<file path="src/hdl/protobuf_wire_parser_macros.svh">
// ----------------------------------------------------------------------------
// protobuf_wire_parser_macros.svh
// Assertion macros shared by the wire parser modules; empty under synthesis.
// ----------------------------------------------------------------------------
`ifndef PROTOBUF_WIRE_PARSER_MACROS_SVH
`define PROTOBUF_WIRE_PARSER_MACROS_SVH

`ifndef SYNTHESIS

// same-cycle implication
`define PWP_ASSERT_IMP(label, ante, cons) \
    label: assert property (@(posedge clk) disable iff (!rst_n) (ante) |-> (cons)) \
        else $error("assertion failed in %m");

// next-cycle implication
`define PWP_ASSERT_NXT(label, ante, cons) \
    label: assert property (@(posedge clk) disable iff (!rst_n) (ante) |=> (cons)) \
        else $error("assertion failed in %m");

`else

`define PWP_ASSERT_IMP(label, ante, cons)
`define PWP_ASSERT_NXT(label, ante, cons)

`endif

`endif

</file>
<file path="src/hdl/pwp_pkg.sv">
// ----------------------------------------------------------------------------
// pwp_pkg
// Shared types and constants of the protobuf wire parser.
// ----------------------------------------------------------------------------
package pwp_pkg;

    localparam int unsigned MAX_VARINT_BYTES = 10;
    localparam int unsigned FN_W             = 61;
    localparam int unsigned VAL_W            = 64;

    typedef enum logic [2:0] {
        KIND_SCALAR  = 3'd0,
        KIND_HEADER  = 3'd1,
        KIND_PAYLOAD = 3'd2,
        KIND_UNKNOWN = 3'd3,
        KIND_TRUNC   = 3'd4
    } kind_t;

    typedef enum logic [1:0] {
        UNIT_NONE   = 2'd0,
        UNIT_VARINT = 2'd1,
        UNIT_FIXED  = 2'd2
    } unit_t;

    typedef enum logic [1:0] {
        VSEL_ZERO = 2'd0,
        VSEL_ACC  = 2'd1,
        VSEL_BYTE = 2'd2
    } vsel_t;

    // one classified byte, front to back
    typedef struct packed {
        kind_t       kind;
        vsel_t       vsel;
        unit_t       unit;
        logic        is_key;
        logic        done;
        logic        emit;
        logic        id_zero;
        logic        last;
        logic [3:0]  idx;
        logic [7:0]  data;
    } token_t;

    function automatic logic [6:0] group_shift(input logic [3:0] idx);
        return ({3'b000, idx} << 3) - {3'b000, idx};
    endfunction

    function automatic logic [VAL_W-1:0] varint_bits(input logic [7:0] data,
                                                     input logic [3:0] idx);
        return VAL_W'(data[6:0]) << group_shift(idx);
    endfunction

    function automatic logic [VAL_W-1:0] fixed_bits(input logic [7:0] data,
                                                    input logic [3:0] idx);
        return VAL_W'(data) << {idx[2:0], 3'b000};
    endfunction

endpackage

</file>
<file path="src/hdl/pwp_if.sv">
// ----------------------------------------------------------------------------
// pwp_if
// Valid/ready channels: message bytes in, decoded field words out.
// ----------------------------------------------------------------------------
interface pwp_byte_if;
    logic       valid;
    logic       ready;
    logic [7:0] data_byte;
    logic       last_byte;

    modport source (output valid, data_byte, last_byte, input ready);
    modport sink   (input valid, data_byte, last_byte, output ready);
endinterface

interface pwp_field_if;
    logic        valid;
    logic        ready;
    logic [2:0]  kind;
    logic [60:0] field_number;
    logic [2:0]  wire_type;
    logic [63:0] field_value;
    logic        message_end;

    modport source (output valid, kind, field_number, wire_type, field_value, message_end,
                    input ready);
    modport sink   (input valid, kind, field_number, wire_type, field_value, message_end,
                    output ready);
endinterface

</file>
<file path="src/hdl/pwp_queue.sv">
// ----------------------------------------------------------------------------
// pwp_queue
// Small token FIFO between the byte classifier and the field assembler.
// ----------------------------------------------------------------------------
`include "protobuf_wire_parser_macros.svh"

module pwp_queue #(
    parameter int unsigned DEPTH = 2
) (
    input  logic            clk,
    input  logic            rst_n,
    input  logic            push,
    input  pwp_pkg::token_t wr_tok,
    output logic            full,
    input  logic            pop,
    output pwp_pkg::token_t rd_tok,
    output logic            empty
);

    localparam int unsigned PTR_W = (DEPTH > 1) ? $clog2(DEPTH) : 1;
    localparam int unsigned CNT_W = $clog2(DEPTH + 1);
    localparam logic [PTR_W-1:0] LAST_PTR = PTR_W'(DEPTH - 1);
    localparam logic [CNT_W-1:0] FULL_CNT = CNT_W'(DEPTH);

    pwp_pkg::token_t  slot_reg [DEPTH];
    logic [PTR_W-1:0] wr_ptr_reg, wr_ptr_next;
    logic [PTR_W-1:0] rd_ptr_reg, rd_ptr_next;
    logic [CNT_W-1:0] count_reg, count_next;

    assign full   = (count_reg == FULL_CNT);
    assign empty  = (count_reg == '0);
    assign rd_tok = slot_reg[rd_ptr_reg];

    always_comb
    begin
        wr_ptr_next = wr_ptr_reg;
        rd_ptr_next = rd_ptr_reg;
        if (push)
        begin
            wr_ptr_next = (wr_ptr_reg == LAST_PTR) ? '0 : wr_ptr_reg + PTR_W'(1);
        end
        if (pop)
        begin
            rd_ptr_next = (rd_ptr_reg == LAST_PTR) ? '0 : rd_ptr_reg + PTR_W'(1);
        end
        unique case ({push, pop})
            2'b10:   count_next = count_reg + CNT_W'(1);
            2'b01:   count_next = count_reg - CNT_W'(1);
            default: count_next = count_reg;
        endcase
    end

    always_ff @(posedge clk or negedge rst_n)
    begin
        if (!rst_n)
        begin
            wr_ptr_reg <= '0;
            rd_ptr_reg <= '0;
            count_reg  <= '0;
        end
        else
        begin
            wr_ptr_reg <= wr_ptr_next;
            rd_ptr_reg <= rd_ptr_next;
            count_reg  <= count_next;
        end
    end

    always_ff @(posedge clk)
    begin
        if (push)
        begin
            slot_reg[wr_ptr_reg] <= wr_tok;
        end
    end

    `PWP_ASSERT_IMP(a_count_bound, 1'b1, count_reg <= FULL_CNT)

endmodule

</file>
<file path="src/hdl/pwp_front.sv">
// ----------------------------------------------------------------------------
// pwp_front
// Byte classifier: tracks the field phase, counts bytes, decodes lengths.
// ----------------------------------------------------------------------------
`include "protobuf_wire_parser_macros.svh"

module pwp_front (
    input  logic             clk,
    input  logic             rst_n,
    pwp_byte_if.sink         msg,
    output logic             push,
    output pwp_pkg::token_t  tok,
    input  logic             full
);

    localparam logic [2:0] WT_VARINT = 3'd0;
    localparam logic [2:0] WT_FIX64  = 3'd1;
    localparam logic [2:0] WT_BYTES  = 3'd2;
    localparam logic [2:0] WT_FIX32  = 3'd5;
    localparam logic [3:0] VARINT_LAST = 4'(pwp_pkg::MAX_VARINT_BYTES - 1);
    localparam logic [3:0] FIX64_LAST  = 4'd7;
    localparam logic [3:0] FIX32_LAST  = 4'd3;

    typedef enum logic [5:0] {
        PH_KEY     = 6'b000001,
        PH_VARINT  = 6'b000010,
        PH_FIX64   = 6'b000100,
        PH_FIX32   = 6'b001000,
        PH_LENGTH  = 6'b010000,
        PH_PAYLOAD = 6'b100000
    } phase_t;

    phase_t      phase_reg, phase_next;
    logic [3:0]  count_reg, count_next;
    logic [2:0]  key_wt_reg, key_wt_next;
    logic [63:0] len_reg, len_next;
    logic [63:0] remain_reg, remain_next;

    logic        accept;
    logic        vdone;
    logic        fdone;
    logic [3:0]  count_inc;
    logic [2:0]  wt_now;
    logic [63:0] len_sum;
    logic [63:0] remain_dec;

    assign msg.ready = !full;
    assign accept    = msg.valid && !full;
    assign push      = accept;

    always_comb
    begin
        phase_next  = phase_reg;
        count_next  = count_reg;
        key_wt_next = key_wt_reg;
        len_next    = len_reg;
        remain_next = remain_reg;

        tok         = '0;
        tok.kind    = pwp_pkg::KIND_SCALAR;
        tok.vsel    = pwp_pkg::VSEL_ZERO;
        tok.unit    = pwp_pkg::UNIT_NONE;
        tok.idx     = count_reg;
        tok.data    = msg.data_byte;
        tok.last    = msg.last_byte;

        vdone      = !msg.data_byte[7] || (count_reg == VARINT_LAST);
        fdone      = (count_reg == ((phase_reg == PH_FIX64) ? FIX64_LAST : FIX32_LAST));
        count_inc  = count_reg + 4'd1;
        wt_now     = (count_reg == 4'd0) ? msg.data_byte[2:0] : key_wt_reg;
        len_sum    = len_reg | pwp_pkg::varint_bits(msg.data_byte, count_reg);
        remain_dec = remain_reg - 64'd1;

        unique case (phase_reg)
            PH_KEY:
            begin
                tok.unit    = pwp_pkg::UNIT_VARINT;
                tok.is_key  = 1'b1;
                tok.done    = vdone;
                key_wt_next = wt_now;
                if (vdone)
                begin
                    count_next = '0;
                    unique case (wt_now)
                        WT_VARINT: phase_next = PH_VARINT;
                        WT_FIX64:  phase_next = PH_FIX64;
                        WT_BYTES:  phase_next = PH_LENGTH;
                        WT_FIX32:  phase_next = PH_FIX32;
                        default:
                        begin
                            tok.emit = 1'b1;
                            tok.kind = pwp_pkg::KIND_UNKNOWN;
                        end
                    endcase
                end
                else
                begin
                    count_next = count_inc;
                end
            end
            PH_VARINT:
            begin
                tok.unit = pwp_pkg::UNIT_VARINT;
                if (vdone)
                begin
                    tok.done   = 1'b1;
                    tok.emit   = 1'b1;
                    tok.vsel   = pwp_pkg::VSEL_ACC;
                    phase_next = PH_KEY;
                    count_next = '0;
                end
                else
                begin
                    count_next = count_inc;
                end
            end
            PH_FIX64, PH_FIX32:
            begin
                tok.unit = pwp_pkg::UNIT_FIXED;
                if (fdone)
                begin
                    tok.done   = 1'b1;
                    tok.emit   = 1'b1;
                    tok.vsel   = pwp_pkg::VSEL_ACC;
                    phase_next = PH_KEY;
                    count_next = '0;
                end
                else
                begin
                    count_next = count_inc;
                end
            end
            PH_LENGTH:
            begin
                tok.unit = pwp_pkg::UNIT_VARINT;
                if (vdone)
                begin
                    tok.done    = 1'b1;
                    tok.emit    = 1'b1;
                    tok.kind    = pwp_pkg::KIND_HEADER;
                    tok.vsel    = pwp_pkg::VSEL_ACC;
                    remain_next = len_sum;
                    len_next    = '0;
                    count_next  = '0;
                    phase_next  = (len_sum != 64'd0) ? PH_PAYLOAD : PH_KEY;
                end
                else
                begin
                    len_next   = len_sum;
                    count_next = count_inc;
                end
            end
            PH_PAYLOAD:
            begin
                tok.emit    = 1'b1;
                tok.kind    = pwp_pkg::KIND_PAYLOAD;
                tok.vsel    = pwp_pkg::VSEL_BYTE;
                remain_next = remain_dec;
                if (remain_dec == 64'd0)
                begin
                    phase_next = PH_KEY;
                end
            end
            default:
            begin
                phase_next = PH_KEY;
                count_next = '0;
            end
        endcase

        // final byte: an open field turns into a truncation word
        if (msg.last_byte)
        begin
            if (phase_next != PH_KEY || count_next != 4'd0)
            begin
                tok.emit    = 1'b1;
                tok.kind    = pwp_pkg::KIND_TRUNC;
                tok.vsel    = pwp_pkg::VSEL_ZERO;
                tok.id_zero = (phase_next == PH_KEY);
            end
            phase_next  = PH_KEY;
            count_next  = '0;
            key_wt_next = '0;
            len_next    = '0;
            remain_next = '0;
        end
    end

    always_ff @(posedge clk or negedge rst_n)
    begin
        if (!rst_n)
        begin
            phase_reg  <= PH_KEY;
            count_reg  <= '0;
            key_wt_reg <= '0;
            len_reg    <= '0;
            remain_reg <= '0;
        end
        else if (accept)
        begin
            phase_reg  <= phase_next;
            count_reg  <= count_next;
            key_wt_reg <= key_wt_next;
            len_reg    <= len_next;
            remain_reg <= remain_next;
        end
    end

    `PWP_ASSERT_IMP(a_count_range, 1'b1, count_reg <= VARINT_LAST)
    `PWP_ASSERT_NXT(a_last_home, accept && msg.last_byte, phase_reg == PH_KEY && count_reg == '0)
    `PWP_ASSERT_IMP(a_payload_left, phase_reg == PH_PAYLOAD, remain_reg != 64'd0)

endmodule

</file>
<file path="src/hdl/pwp_back.sv">
// ----------------------------------------------------------------------------
// pwp_back
// Field assembler: builds keys and values from tokens, drives result words.
// ----------------------------------------------------------------------------
`include "protobuf_wire_parser_macros.svh"

module pwp_back (
    input  logic             clk,
    input  logic             rst_n,
    input  pwp_pkg::token_t  tok,
    input  logic             empty,
    output logic             pop,
    pwp_field_if.source      fld
);

    logic [63:0] acc_reg, acc_next;
    logic [60:0] held_fn_reg, held_fn_next;
    logic [2:0]  held_wt_reg, held_wt_next;

    logic        valid_reg, valid_next;
    logic [2:0]  kind_reg;
    logic [60:0] fn_reg;
    logic [2:0]  wt_reg;
    logic [63:0] val_reg;
    logic        end_reg;

    logic [63:0] add;
    logic [63:0] acc_sum;
    logic [60:0] fn_new;
    logic [2:0]  wt_new;
    logic [63:0] res_val;

    assign pop = !empty && (!valid_reg || fld.ready);

    always_comb
    begin
        unique case (tok.unit)
            pwp_pkg::UNIT_VARINT: add = pwp_pkg::varint_bits(tok.data, tok.idx);
            pwp_pkg::UNIT_FIXED:  add = pwp_pkg::fixed_bits(tok.data, tok.idx);
            default:              add = '0;
        endcase
        acc_sum = acc_reg | add;

        if (tok.is_key && tok.done)
        begin
            fn_new = acc_sum[63:3];
            wt_new = acc_sum[2:0];
        end
        else
        begin
            fn_new = held_fn_reg;
            wt_new = held_wt_reg;
        end

        acc_next     = (tok.done || tok.last) ? '0 : acc_sum;
        held_fn_next = tok.last ? '0 : fn_new;
        held_wt_next = tok.last ? '0 : wt_new;

        unique case (tok.vsel)
            pwp_pkg::VSEL_ACC:  res_val = acc_sum;
            pwp_pkg::VSEL_BYTE: res_val = 64'(tok.data);
            default:            res_val = '0;
        endcase

        if (pop)
        begin
            valid_next = tok.emit;
        end
        else if (fld.ready)
        begin
            valid_next = 1'b0;
        end
        else
        begin
            valid_next = valid_reg;
        end
    end

    always_ff @(posedge clk or negedge rst_n)
    begin
        if (!rst_n)
        begin
            acc_reg     <= '0;
            held_fn_reg <= '0;
            held_wt_reg <= '0;
            valid_reg   <= 1'b0;
        end
        else
        begin
            valid_reg <= valid_next;
            if (pop)
            begin
                acc_reg     <= acc_next;
                held_fn_reg <= held_fn_next;
                held_wt_reg <= held_wt_next;
            end
        end
    end

    always_ff @(posedge clk)
    begin
        if (pop && tok.emit)
        begin
            kind_reg <= tok.kind;
            fn_reg   <= tok.id_zero ? '0 : fn_new;
            wt_reg   <= tok.id_zero ? '0 : wt_new;
            val_reg  <= res_val;
            end_reg  <= tok.last;
        end
    end

    assign fld.valid        = valid_reg;
    assign fld.kind         = kind_reg;
    assign fld.field_number = fn_reg;
    assign fld.wire_type    = wt_reg;
    assign fld.field_value  = val_reg;
    assign fld.message_end  = end_reg;

    `PWP_ASSERT_NXT(a_last_clears, pop && tok.last, held_fn_reg == '0 && acc_reg == '0)
    `PWP_ASSERT_IMP(a_trunc_end, valid_reg && kind_reg == pwp_pkg::KIND_TRUNC, end_reg)

endmodule

</file>
<file path="src/hdl/protobuf_wire_parser.sv">
// ----------------------------------------------------------------------------
// protobuf_wire_parser
// Protocol Buffers wire-format decoder, one message byte per word.
//
//   channel  modport  word
//   msg      sink     data_byte, last_byte
//   fld      source   kind, field_number, wire_type, field_value, message_end
//
// Sustained rate is one byte per clock while fld takes each word; a byte
// goes to the token FIFO, then its result word to the output register.
// msg.ready falls only when the token FIFO is full; with bytes back to
// back one token sits in the FIFO, so a stall on fld with a word waiting
// fills the FIFO and drops msg.ready. Reset is asynchronous and needs no
// clearing pass; the first byte after reset is taken as a key.
// ----------------------------------------------------------------------------
module protobuf_wire_parser #(
    parameter int unsigned QUEUE_DEPTH = 2
) (
    input  logic        clk,
    input  logic        rst_n,
    pwp_byte_if.sink    msg,
    pwp_field_if.source fld
);

    logic            push;
    logic            full;
    logic            pop;
    logic            empty;
    pwp_pkg::token_t wr_tok;
    pwp_pkg::token_t rd_tok;

    pwp_front u_front (
        .clk   (clk),
        .rst_n (rst_n),
        .msg   (msg),
        .push  (push),
        .tok   (wr_tok),
        .full  (full)
    );

    pwp_queue #(
        .DEPTH (QUEUE_DEPTH)
    ) u_queue (
        .clk    (clk),
        .rst_n  (rst_n),
        .push   (push),
        .wr_tok (wr_tok),
        .full   (full),
        .pop    (pop),
        .rd_tok (rd_tok),
        .empty  (empty)
    );

    pwp_back u_back (
        .clk   (clk),
        .rst_n (rst_n),
        .tok   (rd_tok),
        .empty (empty),
        .pop   (pop),
        .fld   (fld)
    );

endmodule
</file>
<file path="src/flat_wrapper.sv">
// flat-port wrapper written by rule: the top's interface ports become plain ports
module protobuf_wire_parser_flat 
#(
    parameter int unsigned QUEUE_DEPTH = 2
)
  (clk, rst_n, msg_valid, msg_data_byte, msg_last_byte, msg_ready, fld_valid, fld_kind, fld_field_number, fld_wire_type, fld_field_value, fld_message_end, fld_ready);
  pwp_byte_if msg_i ();
  pwp_field_if fld_i ();
  input  logic clk;
  input  logic rst_n;
  input wire logic [$bits(msg_i.valid)-1:0] msg_valid;
  input wire logic [$bits(msg_i.data_byte)-1:0] msg_data_byte;
  input wire logic [$bits(msg_i.last_byte)-1:0] msg_last_byte;
  output wire logic [$bits(msg_i.ready)-1:0] msg_ready;
  output wire logic [$bits(fld_i.valid)-1:0] fld_valid;
  output wire logic [$bits(fld_i.kind)-1:0] fld_kind;
  output wire logic [$bits(fld_i.field_number)-1:0] fld_field_number;
  output wire logic [$bits(fld_i.wire_type)-1:0] fld_wire_type;
  output wire logic [$bits(fld_i.field_value)-1:0] fld_field_value;
  output wire logic [$bits(fld_i.message_end)-1:0] fld_message_end;
  input wire logic [$bits(fld_i.ready)-1:0] fld_ready;
  assign msg_i.valid = msg_valid;
  assign msg_i.data_byte = msg_data_byte;
  assign msg_i.last_byte = msg_last_byte;
  assign msg_ready = msg_i.ready;
  assign fld_valid = fld_i.valid;
  assign fld_kind = fld_i.kind;
  assign fld_field_number = fld_i.field_number;
  assign fld_wire_type = fld_i.wire_type;
  assign fld_field_value = fld_i.field_value;
  assign fld_message_end = fld_i.message_end;
  assign fld_i.ready = fld_ready;
  protobuf_wire_parser #(.QUEUE_DEPTH(QUEUE_DEPTH)) u_core (.clk(clk), .rst_n(rst_n), .msg(msg_i), .fld(fld_i));
endmodule
</file>
<file path="config.mk">
export PLATFORM = sky130hd
export DESIGN_NAME = protobuf_wire_parser_flat
export DESIGN_NICKNAME = d
export VERILOG_FILES = /design/src/hdl/pwp_pkg.sv /design/src/hdl/pwp_if.sv /design/src/hdl/pwp_queue.sv /design/src/hdl/pwp_front.sv /design/src/hdl/pwp_back.sv /design/src/hdl/protobuf_wire_parser.sv /design/src/flat_wrapper.sv
export VERILOG_INCLUDE_DIRS = /design/src /design/src/hdl
export SDC_FILE = /design/constraint.sdc
export NUM_CORES = 1
export LEC_CHECK = 0
export BUFFER_PORTS_ARGS = -buffer_cell sky130_fd_sc_hd__buf_2
export CORE_ASPECT_RATIO = 0.6
export CORE_MARGIN = 1.5
export CORE_UTILIZATION = 30
export CTS_CLUSTER_DIAMETER = 50
export DETAILED_ROUTE_END_ITERATION = 10
export PLACE_DENSITY = 0.54
export SLEW_MARGIN = 20
export SYNTH_ARGS = -nofsm -noshare
export SYNTH_HDL_FRONTEND = slang
export SYNTH_SLANG_ARGS = --single-unit
</file>
<file path="constraint.sdc">
create_clock -name clk -period 11.7 [get_ports clk]
set_input_delay 0.585 -clock clk [delete_from_list [all_inputs] [get_ports clk]]
set_output_delay 0.585 -clock clk [all_outputs]
set_load 0.02 [all_outputs]
</file>
### Word level (Yosys, flattened, before mapping)

Memory sizes are Yosys's and may differ from the RTL's.
Cells that the tools add are included.
Widths: inputs -> output; s select.

| word-level totals | value |
|---|---|
| register bits | 406 |
| memory bits (writable) | 48 |
| bits of input ports | 13 |
| output and inout bits | 134 |
| word-level logic and storage cells | 138 |
| memories kept | 1 |

| operators by class | value |
|---|---|
| add/subtract/negate cells | 8 |
| equality and inequality tests | 21 |
| shift-type cells | 3 |
| multiplexer cells | 56 |
| bitwise operators | 2 |
| reductions and logical operators | 30 |

Memories:

| memory | depth | bits a word | rd ports | clocked after Yosys merged registers in | write ports | RTL line | RTL |
|---|---|---|---|---|---|---|---|
| u_core.u_queue.slot_reg | 2 | 24 | 1 | 0 | 1 | pwp_queue.sv:25 | `pwp_pkg::token_t slot_reg [DEPTH];` |

Operators with widths:

| cell | count |
|---|---|
| $mux 64 | 6 |
| $pmux 64 s2 | 3 |
| $or 64x64->64 | 2 |
| $shl 7x7->64 | 2 |
| $mux 61 | 2 |
| $logic_not 64->1 | 1 |
| $reduce_bool 64->1 | 1 |
| $shl 8x6->64 | 1 |
| $sub 64x1->64 const B | 1 |
| $mux 6 | 7 |
| $pmux 6 s5 | 1 |
| $pmux 6 s4 | 1 |
| $mux 3 | 7 |
| $sub 7x4->7 | 2 |
| $eq 6x1->1 const B | 2 |
| $mux 2 | 6 |
| $mux 4 | 3 |
| $pmux 4 s3 | 1 |
| $mux 1 | 11 |
| $mux 5 | 2 |
| $pmux 3 s3 | 1 |
| $eq 2x2->1 const B | 4 |
| $pmux 2 s2 | 2 |
| $pmux 2 s4 | 1 |
| 33 further kinds | 50 |

### Longest topological paths before layout

Gate-level depths: netlist of the first run.

| logic depth | value |
|---|---|
| depth in word-level cells | 11 |
| mapped depth | 16 |
| gate-level depth less buffers | 12 |

### Hierarchy

A second synthesis of the first run with hierarchy kept.

| second synthesis, totals | value |
|---|---|
| cells, all modules | 2,581 |
| area total of the unflattened synthesis | 24,785.0 um2 |

By module, submodules not included:

| module | instances | cells an instance | area an instance (um2) | seq. area each (um2) |
|---|---|---|---|---|
| pwp_back | 1 | 1,231 | 12,761.0 | 7,191.9 |
| pwp_front | 1 | 1,259 | 10,005.8 | 3,529.6 |
| pwp_queue | 1 | 91 | 2,018.2 | 1,541.5 |

### Least setup slack after synthesis of the first run

OpenSTA, ideal clock, no wires.

| path | value |
|---|---|
| path type | reg-to-reg |
| from | reg u_core.u_queue.rd_ptr_reg |
| to | reg u_core.u_back.fn_reg[0], in the netlist u_core.u_back.fld.field_number[0], enable pin |
| library setup time | 625 ps |
| arrival time | 6,771 ps |
| required time | 11,075 ps |
| slack | 4,304 ps |
| cell stages (with the launch flop) | 5 |
| path buffers | 2 |
| period minus slack after synthesis | 7,396 ps |
| cells stage by stage | dfrtp_1 clkbuf_1 buf_1 mux2i_1 nor2_1 |

| on the way | value |
|---|---|
| cells in the longest elaborated chain, start to end | 2 |

RTL lines:

| element | RTL line | RTL |
|---|---|---|
| from (decl) | pwp_queue.sv:27 | `logic [PTR_W-1:0] rd_ptr_reg, rd_ptr_next;` |
| from (signal assigned) | pwp_queue.sv:64 | `rd_ptr_reg <= rd_ptr_next;` |
| $mem_v2 2x24 | n/a |  |
| $logic_and 1x1->1 | pwp_back.sv:102 | `if (pop && tok.emit)` |
| to (signal assigned) | pwp_back.sv:105 | `fn_reg <= tok.id_zero ? '0 : fn_new;` |
| to (decl) | pwp_back.sv:22 | `logic [60:0] fn_reg;` |

Every way passes these cells.
A chain may end at the register's enable or synchronous reset.

==> metrics.cfg, run 1 <==
[clock_tree]
root_buffer=clkbuf_16
cts_buffers=50
ctsHtreeMaxLevel=2
postCtsResizedCells=0
cts_tree=done
clkTransAtPathRegs_ns=0.07
worstSkewPairLatency_ns=0.61
cts_setup_buffers=0
cts.sinks=454
clk_path_buf_depth=3

[logic_synthesis]
yosysSeqAreaShare=0.518
synthFlopType=dfrtp_1
syn_inst=2510
synth_edf_count=180
ys_ff_latch=454
synth_nets=2536
async_flop_share=0.604
synth_cell_type_count=92
syn_area_sq_um=23700
yosysWarnings=0
synth.avg_cell_area_sq_um=9.44

[route]
wirelength_um=90600
drc_errors=0
drt-initial-drc-count=2496
wl_per_cell_um=24.6
vias_per_cell=5.75
via_count=21200
drtPass1Iterations=8
ant_nets=0

[finish]
multi_input_area_sq_um=10700
final_common_cell=nor2_1
n_fill_cell=7910
mostFrequentLayoutCells=317 x nor2_1, 292 x a21oi_1, 273 x dfrtp_1
register_area_sq_um=12300
final_layout_size_suffix_gt1_frac=0.135
areaGrowthSynthToFinish_pct=15.1
nNetsFinal=2614

[run]
cap_violations=0

[setup_path]
cp.arrival_ns=6.07
critPathCaptureType=register
rrSetupSlack_ns=6.00
r2r_end=u_core.u_queue.slot_reg[0][23]$_DFFE_PP_
r2r_start=u_core.u_front.count_reg[1]$_DFFE_PN0P_
cp_max_fo=24
start_kind=register
worst_ep_required_time_ns=12.07
rr_worst_depth=11
cp-startpoint=u_core.u_front.count_reg[1]$_DFFE_PN0P_
crit_type=register to register

[grt]
grt_pass1_wl_um=133000
antenna_found_initial=6
grt_usage=0.218
grt_overflow_total=0
grt_start_max_net_pins=94
first_global_vias=19661

[timing]
fin_crit_sh=0.488
setup_tns_ns=0
maxSlewViolCount=0
rsz0062_at_grt=no
slew_headroom=0.260
tightest_slew_ns=1.10
skew_ns=0.0168
hold_viol=0
setup_viol=0
fmax_mhz=175
post-route-min-period_ns=5.70
whs_ns=0.211

[floorplanning]
start_util=0.304
fp.dieH_um=221
core_sq_um=77800
die_w_um=366
row_count=79
ioPinCount=147
die_area_sq_um=80700

[hold_path]
min_from=msg_data_byte[7]
hold_end=u_core.u_queue.slot_reg[0][7]$_DFFE_PP_
hold_depth=1
hp-class=input port to register

[placement]
numPortBuffers=146
post-dp-hpwl_um=66100
gp_congestion=0.980

[status]
outcome=finished clean

per-stage QoR:
stage	setup slack (ns)	std cells	util	instance area, sq um
3_5_place_dp	6.17	3587	0.329	25600
5_1_grt	5.65	3683	0.350	27300
3_3_place_gp	6.23	3587	0.328	25500
2_1_floorplan	4.30	2510	-	23700
6_report	6.00	3684	0.350	27300
4_1_cts	6.17	3681	0.350	27200
area by class of cell:
type / count / share of cell area
flip-flops and latches: 454 / 0.450
multi-input cells: 1845 / 0.393
clock buffers: 63 / 0.0510
well taps: 1053 / 0.0483
repair buffers: 199 / 0.0426
clock inverters: 30 / 0.00932
inverters: 38 / 0.00523
diodes: 2 / 0.000184
how the worst max path moves through the flow:
stage | to | slack [ns] | cells after the start
2_1_floorplan | u_core.u_back.fld.field_number[0]$_SDFFCE_PP0P_ | 4.30 | 4
3_3_place_gp | u_core.u_queue.slot_reg[0][23]$_DFFE_PP_ | 6.23 | 11
3_5_place_dp | u_core.u_queue.slot_reg[0][23]$_DFFE_PP_ | 6.17 | 11
4_1_cts | u_core.u_queue.slot_reg[1][23]$_DFFE_PP_ | 6.17 | 11
5_1_grt | u_core.u_queue.slot_reg[0][20]$_DFFE_PP_ | 5.65 | 11
6_report | u_core.u_queue.slot_reg[0][23]$_DFFE_PP_ | 6.00 | 11
critical path: stages, from the launching register on:
cell and delay [ns]:
dfrtp_1 0.86, inv_1 0.21, ha_1 0.47, xnor2_1 0.89
mux2_2 0.46, o2bb2ai_1 0.33, a31o_1 0.32, a2111oi_0 0.37
nand4b_1 0.27, nor4_1 0.56, nand3_1 0.40, a21bo_1 0.31
repair_timing:
action,in CTS,in global routing
hold buffers,1,0
endpoints found under the setup margin,0,0
hold endpoints to repair,35,0
cell usage after synthesis, drive strengths merged (31+ instances only):
master / count / area (sq um)
o22ai: 31 / 194
nor3: 62 / 315
a21oi: 293 / 1470
dfrtp: 273 / 6830
nand4: 35 / 225
nand3: 40 / 205
a211oi: 57 / 428
inv: 37 / 139
nand2: 246 / 923
clkbuf: 146 / 548
nor4: 48 / 343
nor2: 320 / 1200
edfxtp: 180 / 5410
o21ai: 218 / 1090
a22o: 62 / 543
layer usage:
layer | vias to the layer above | GRT usage | share of wire | wire length (um)
met5 | - | 0 | 0.00030 | 27
met4 | 4 | 0.0488 | 0.018 | 1670
met3 | 111 | 0.0781 | 0.12 | 10700
met2 | 993 | 0.260 | 0.36 | 32600
met1 | 10637 | 0.354 | 0.50 | 45500
li1 | 9455 | - | - | -
cells by family after synthesis:
kind of cell             synth area share
AND/OR/NAND/NOR                     0.180
AO/OA/AOI/OAI                       0.221
buffers and inverters              0.0342
multiplexers                       0.0241
XOR/XNOR                           0.0159
flip-flops                          0.518
adder cells (fa/ha/maj)           0.00687
Power of run 1 is not shown: default switching activity piles up to over one toggle a cycle in this logic, so the estimate is an artifact.
==> run 2: changes to the inputs <==
- clock period: 11.7 -> 5.6 ns (I/O delays scaled with it)
==> metrics.cfg, run 2 (synthesis gave the netlist of run 1 again) <==
[status]
outcome=finished clean

[timing]
fin_crit_sh=0.960
post-route-min-period_ns=5.38
skew_ns=0.0250
worst_slack_ns=0.222
hold_viol=0
whs_ns=0.0593
rsz0062_at_grt=no
maxSlewViolCount=0
fmax_mhz=186
tightest_slew_ns=1.19
slew_headroom=0.204
setup_viol=0
setup_tns_ns=0

[hold_path]
hp-class=input port to register

[route]
wl_per_cell_um=24.6
drt-initial-drc-count=2827
met1_length_um=45500
vias_per_cell=5.75
highest_layer=met5
met2_length_um=33500
ant_nets=0
wirelength_um=91600
drtPass1Iterations=5
drc_errors=0
dr_wl_met3_um=11100
via_count=21381

[floorplanning]
fp.dieH_um=221
ioPinCount=147
row_count=79
start_util=0.304
die_area_sq_um=80700
core_sq_um=77800
die_w_um=366

[setup_path]
crit_type=register to register
crit_chain=inv_2 > ha_1 > xor2_1 > mux4_2 > nor2_1 > a31oi_1 > a21boi_0 > nand4_1 > nor4_1 > nand3_1 > a21bo_1
worst_ep_required_time_ns=5.97
slowest_stage=xor2_1
cp_max_fo=15
cp.arrival_ns=5.75
cp_top_family=simple AND/OR/NAND/NOR gates
worst-path-buf-inv=1
rrSetupSlack_ns=0.22
critPathCaptureType=register
slowest_delay_ns=0.83
start_kind=register

[grt]
grt_pass1_wl_um=135000
grt_overflow_total=0
antenna_found_initial=4
grt_start_max_net_pins=120
grt_usage=0.221
first_global_vias=19955

[clock_tree]
clk_path_buf_depth=3
cts_buffers=52
worstSkewPairLatency_ns=0.63
cts.sinks=454
ctsHtreeMaxLevel=2
cts_setup_buffers=0
root_buffer=clkbuf_16
clkTransAtPathRegs_ns=0.07
cts_tree=done

[finish]
mostFrequentLayoutCells=316 x nor2_1, 292 x a21oi_1, 273 x dfrtp_1
final_cells=3721
final_common_cell=nor2_1
areaGrowthSynthToFinish_pct=17.2
nNetsFinal=2649
final_layout_size_suffix_gt1_frac=0.145

[placement]
pre_cts_slack_ns=0.409
post-dp-hpwl_um=66800
numPortBuffers=146
gp_congestion=1.00
place_inst=3616

[run]
cap_violations=0

[run 2: changes by cell type in the layout (fill, tap and decap cells not counted), sizes merged]
cell,previous run,this run
dlygate4sd3,1,6
clkinv,18,20
diode,2,1
bufinv,2,8
inv,43,44
buf,198,226
clkinvlp,5,1
[run 2: final timing paths]
| kind | depth (start not counted) | start | endpoint |
|---|---|---|---|
| min in group asynchronous | 2 | rst_n | u_core.u_front.remain_reg[42]$_DFFE_PN0P_ |
| setup / recovery | 11 | u_core.u_front.count_reg[0]$_DFFE_PN0P_ | u_core.u_queue.slot_reg[0][23]$_DFFE_PP_ |
| hold / removal | 1 | msg_data_byte[2] | u_core.u_queue.slot_reg[1][2]$_DFFE_PP_ |
| max in group asynchronous | 3 | rst_n | u_core.u_back.acc_reg[31]$_DFFE_PN0P_ |
| setup reg to reg | 11 | u_core.u_front.count_reg[0]$_DFFE_PN0P_ | u_core.u_queue.slot_reg[0][23]$_DFFE_PP_ |
| hold reg to reg | 2 | u_core.u_back.held_fn_reg[38]$_DFFE_PN0P_ | u_core.u_back.held_fn_reg[38]$_DFFE_PN0P_ |
[run 2: cell type report]
class | count | area (sq um)
fillers | 7903 | 50000
flip-flops and latches | 454 | 12300
multi-input cells | 1845 | 10700
repair buffers | 232 | 1450
clock buffers | 63 | 1370
well taps | 1053 | 1320
clock inverters | 35 | 474
inverters | 38 | 143
diodes | 1 | 2.50
[run 2: stage by stage]
stage                     instance area, sq um  utilization
after CTS                                27700        0.356
after detailed placement                 25800        0.332
after floorplan                          23700            -
after global placement                   25800        0.332
final                                    27800        0.357
after global routing                     27800        0.357
[run 2: metal layers]
layer  up-vias  global-route usage
met1     10766               0.348
met5         -                   0
met2       939               0.270
met3       107              0.0918
met4         2              0.0431
li1       9567                   -
[run 2: repair_timing]
item	4_1_cts	5_1_grt
hold endpoints to repair	100	0
hold buffers	6	0
endpoints found under the setup margin	0	12
gates resized for setup	0	1
[run 2: worst reg2reg max path, stage by stage (launching register included)]
cell and delay [ns]:
dfrtp_1 0.46, inv_2 0.23, ha_1 0.59, xor2_1 0.84, mux4_2 0.44, nor2_1 0.12, a31oi_1 0.53, a21boi_0 0.26
nand4_1 0.11, nor4_1 0.70, nand3_1 0.51, a21bo_1 0.34
Power of run 2 is left out for the same reason.
==> run 3: changes to the inputs <==
- CORE_UTILIZATION: 30 -> 45
- PLACE_DENSITY: 0.54 -> 0.71
==> metrics.cfg, run 3 (synthesis gave the netlist of run 1 again) <==
[status]
outcome=finished clean

[floorplanning]
die_area_sq_um=54100
die_w_um=299
start_util=0.460
fp.dieH_um=181
core_sq_um=51500
ioPinCount=147
row_count=64

[route]
drt-initial-drc-count=3325
drtPass1Iterations=6
vias_per_cell=6.52
via_count=21974
wl_per_cell_um=26.5
ant_nets=0
drc_errors=0
wirelength_um=89200

[finish]
n_fill_cell=4610
design_area_sq_um=27300
n_antenna_cell=0
nNetsFinal=2662
final_layout_size_suffix_gt1_frac=0.150
mostFrequentLayoutCells=316 x nor2_1, 292 x a21oi_1, 273 x dfrtp_1
areaGrowthSynthToFinish_pct=15.2
final_common_cell=nor2_1

[hold_path]
hp-class=input port to register
min_from=msg_data_byte[3]

[setup_path]
crit_type=register to register
slowest_delay_ns=0.82
cp_top_family=compound AO/OA/AOI/OAI gates
cp.arrival_ns=5.49
crit_top_cell=buf_4
worst-path-buf-inv=4
slowest_stage=nor4_1
worst_ep_required_time_ns=5.95
cp_max_fo=19
start_kind=register
r2r_start=u_core.u_front.count_reg[2]$_DFFE_PN0P_
critPathCaptureType=register
crit_chain=buf_4 > o31ai_1 > nand2_1 > a311o_1 > a211oi_1 > buf_4 > nand4_1 > nor4_1 > buf_4 > nand3_1 > buf_4 > a21bo_1
cp-startpoint=u_core.u_front.count_reg[2]$_DFFE_PN0P_

[timing]
rsz0062_at_grt=no
tightest_slew_ns=1.34
post-route-min-period_ns=5.14
setup_tns_ns=0
maxSlewViolCount=0
slew_headroom=0.0967
setup_viol=0
hold_viol=0
fmax_mhz=195
skew_ns=0.0168
fin_crit_sh=0.918

[run]
cap_violations=0

[clock_tree]
clkTransAtPathRegs_ns=0.07
postCtsResizedCells=0
cts.sinks=454
clk_path_buf_depth=3
ctsHtreeMaxLevel=2
cts_setup_buffers=0
cts_tree=done
hold_buffers=4
root_buffer=clkbuf_16
worstSkewPairLatency_ns=0.60
cts_buffers=48

[grt]
grt_pass1_wl_um=133000
grt_overflow_total=0
grt_start_max_net_pins=151
antenna_found_initial=2
grt_usage=0.325
first_global_vias=19964

[placement]
gp_congestion=1.07
place_area_sq_um=25500
post-dp-hpwl_um=66200
numPortBuffers=146

## run 3: layout make-up
cell class / count / area (sq um) / area share
clock buffers: 66 / 1360 / 0.0499
clock inverters: 23 / 352 / 0.0129
inverters: 38 / 143 / 0.00523
multi-input cells: 1845 / 10700 / 0.393
flip-flops and latches: 454 / 12300 / 0.449
well taps: 693 / 867 / 0.0318
repair buffers: 249 / 1570 / 0.0577
## run 3: final timing paths
check | end | slack (ns) | cells past startpoint
worst max-delay path | u_core.u_queue.slot_reg[1][23]$_DFFE_PP_ | 0.46 | 12
worst min-delay path | u_core.u_queue.slot_reg[1][3]$_DFFE_PP_ | 0.04 | 1
worst max register to register | u_core.u_queue.slot_reg[1][23]$_DFFE_PP_ | 0.46 | 12
worst min register to register | u_core.u_back.held_fn_reg[45]$_DFFE_PN0P_ | 0.48 | 2
max in group asynchronous | u_core.u_back.acc_reg[42]$_DFFE_PN0P_ | 4.01 | 3
min in group asynchronous | u_core.u_front.remain_reg[55]$_DFFE_PN0P_ | 0.25 | 2
## run 3: per-stage QoR
stage / setup WS, ns / hold WS, ns / instances / util
2_1_floorplan: 0.421 / -0.0156 / 2510 / -
3_3_place_gp: 0.603 / 0.294 / 3274 / 0.495
3_5_place_dp: 0.776 / 0.295 / 3275 / 0.496
4_1_cts: 0.748 / 0.00998 / 3368 / 0.530
5_1_grt: 0.197 / 0.0193 / 3368 / 0.530
6_report: 0.459 / 0.0424 / 3368 / 0.530
## run 3: layer usage
metal	GRT usage	share of wire	vias up
li1	-	-	9585
met1	0.528	0.47	10836
met2	0.383	0.35	1449
met3	0.151	0.16	100
met4	0.0400	0.011	4
met5	0.0212	0.0019	-
Power of run 3 is left out for the same reason.
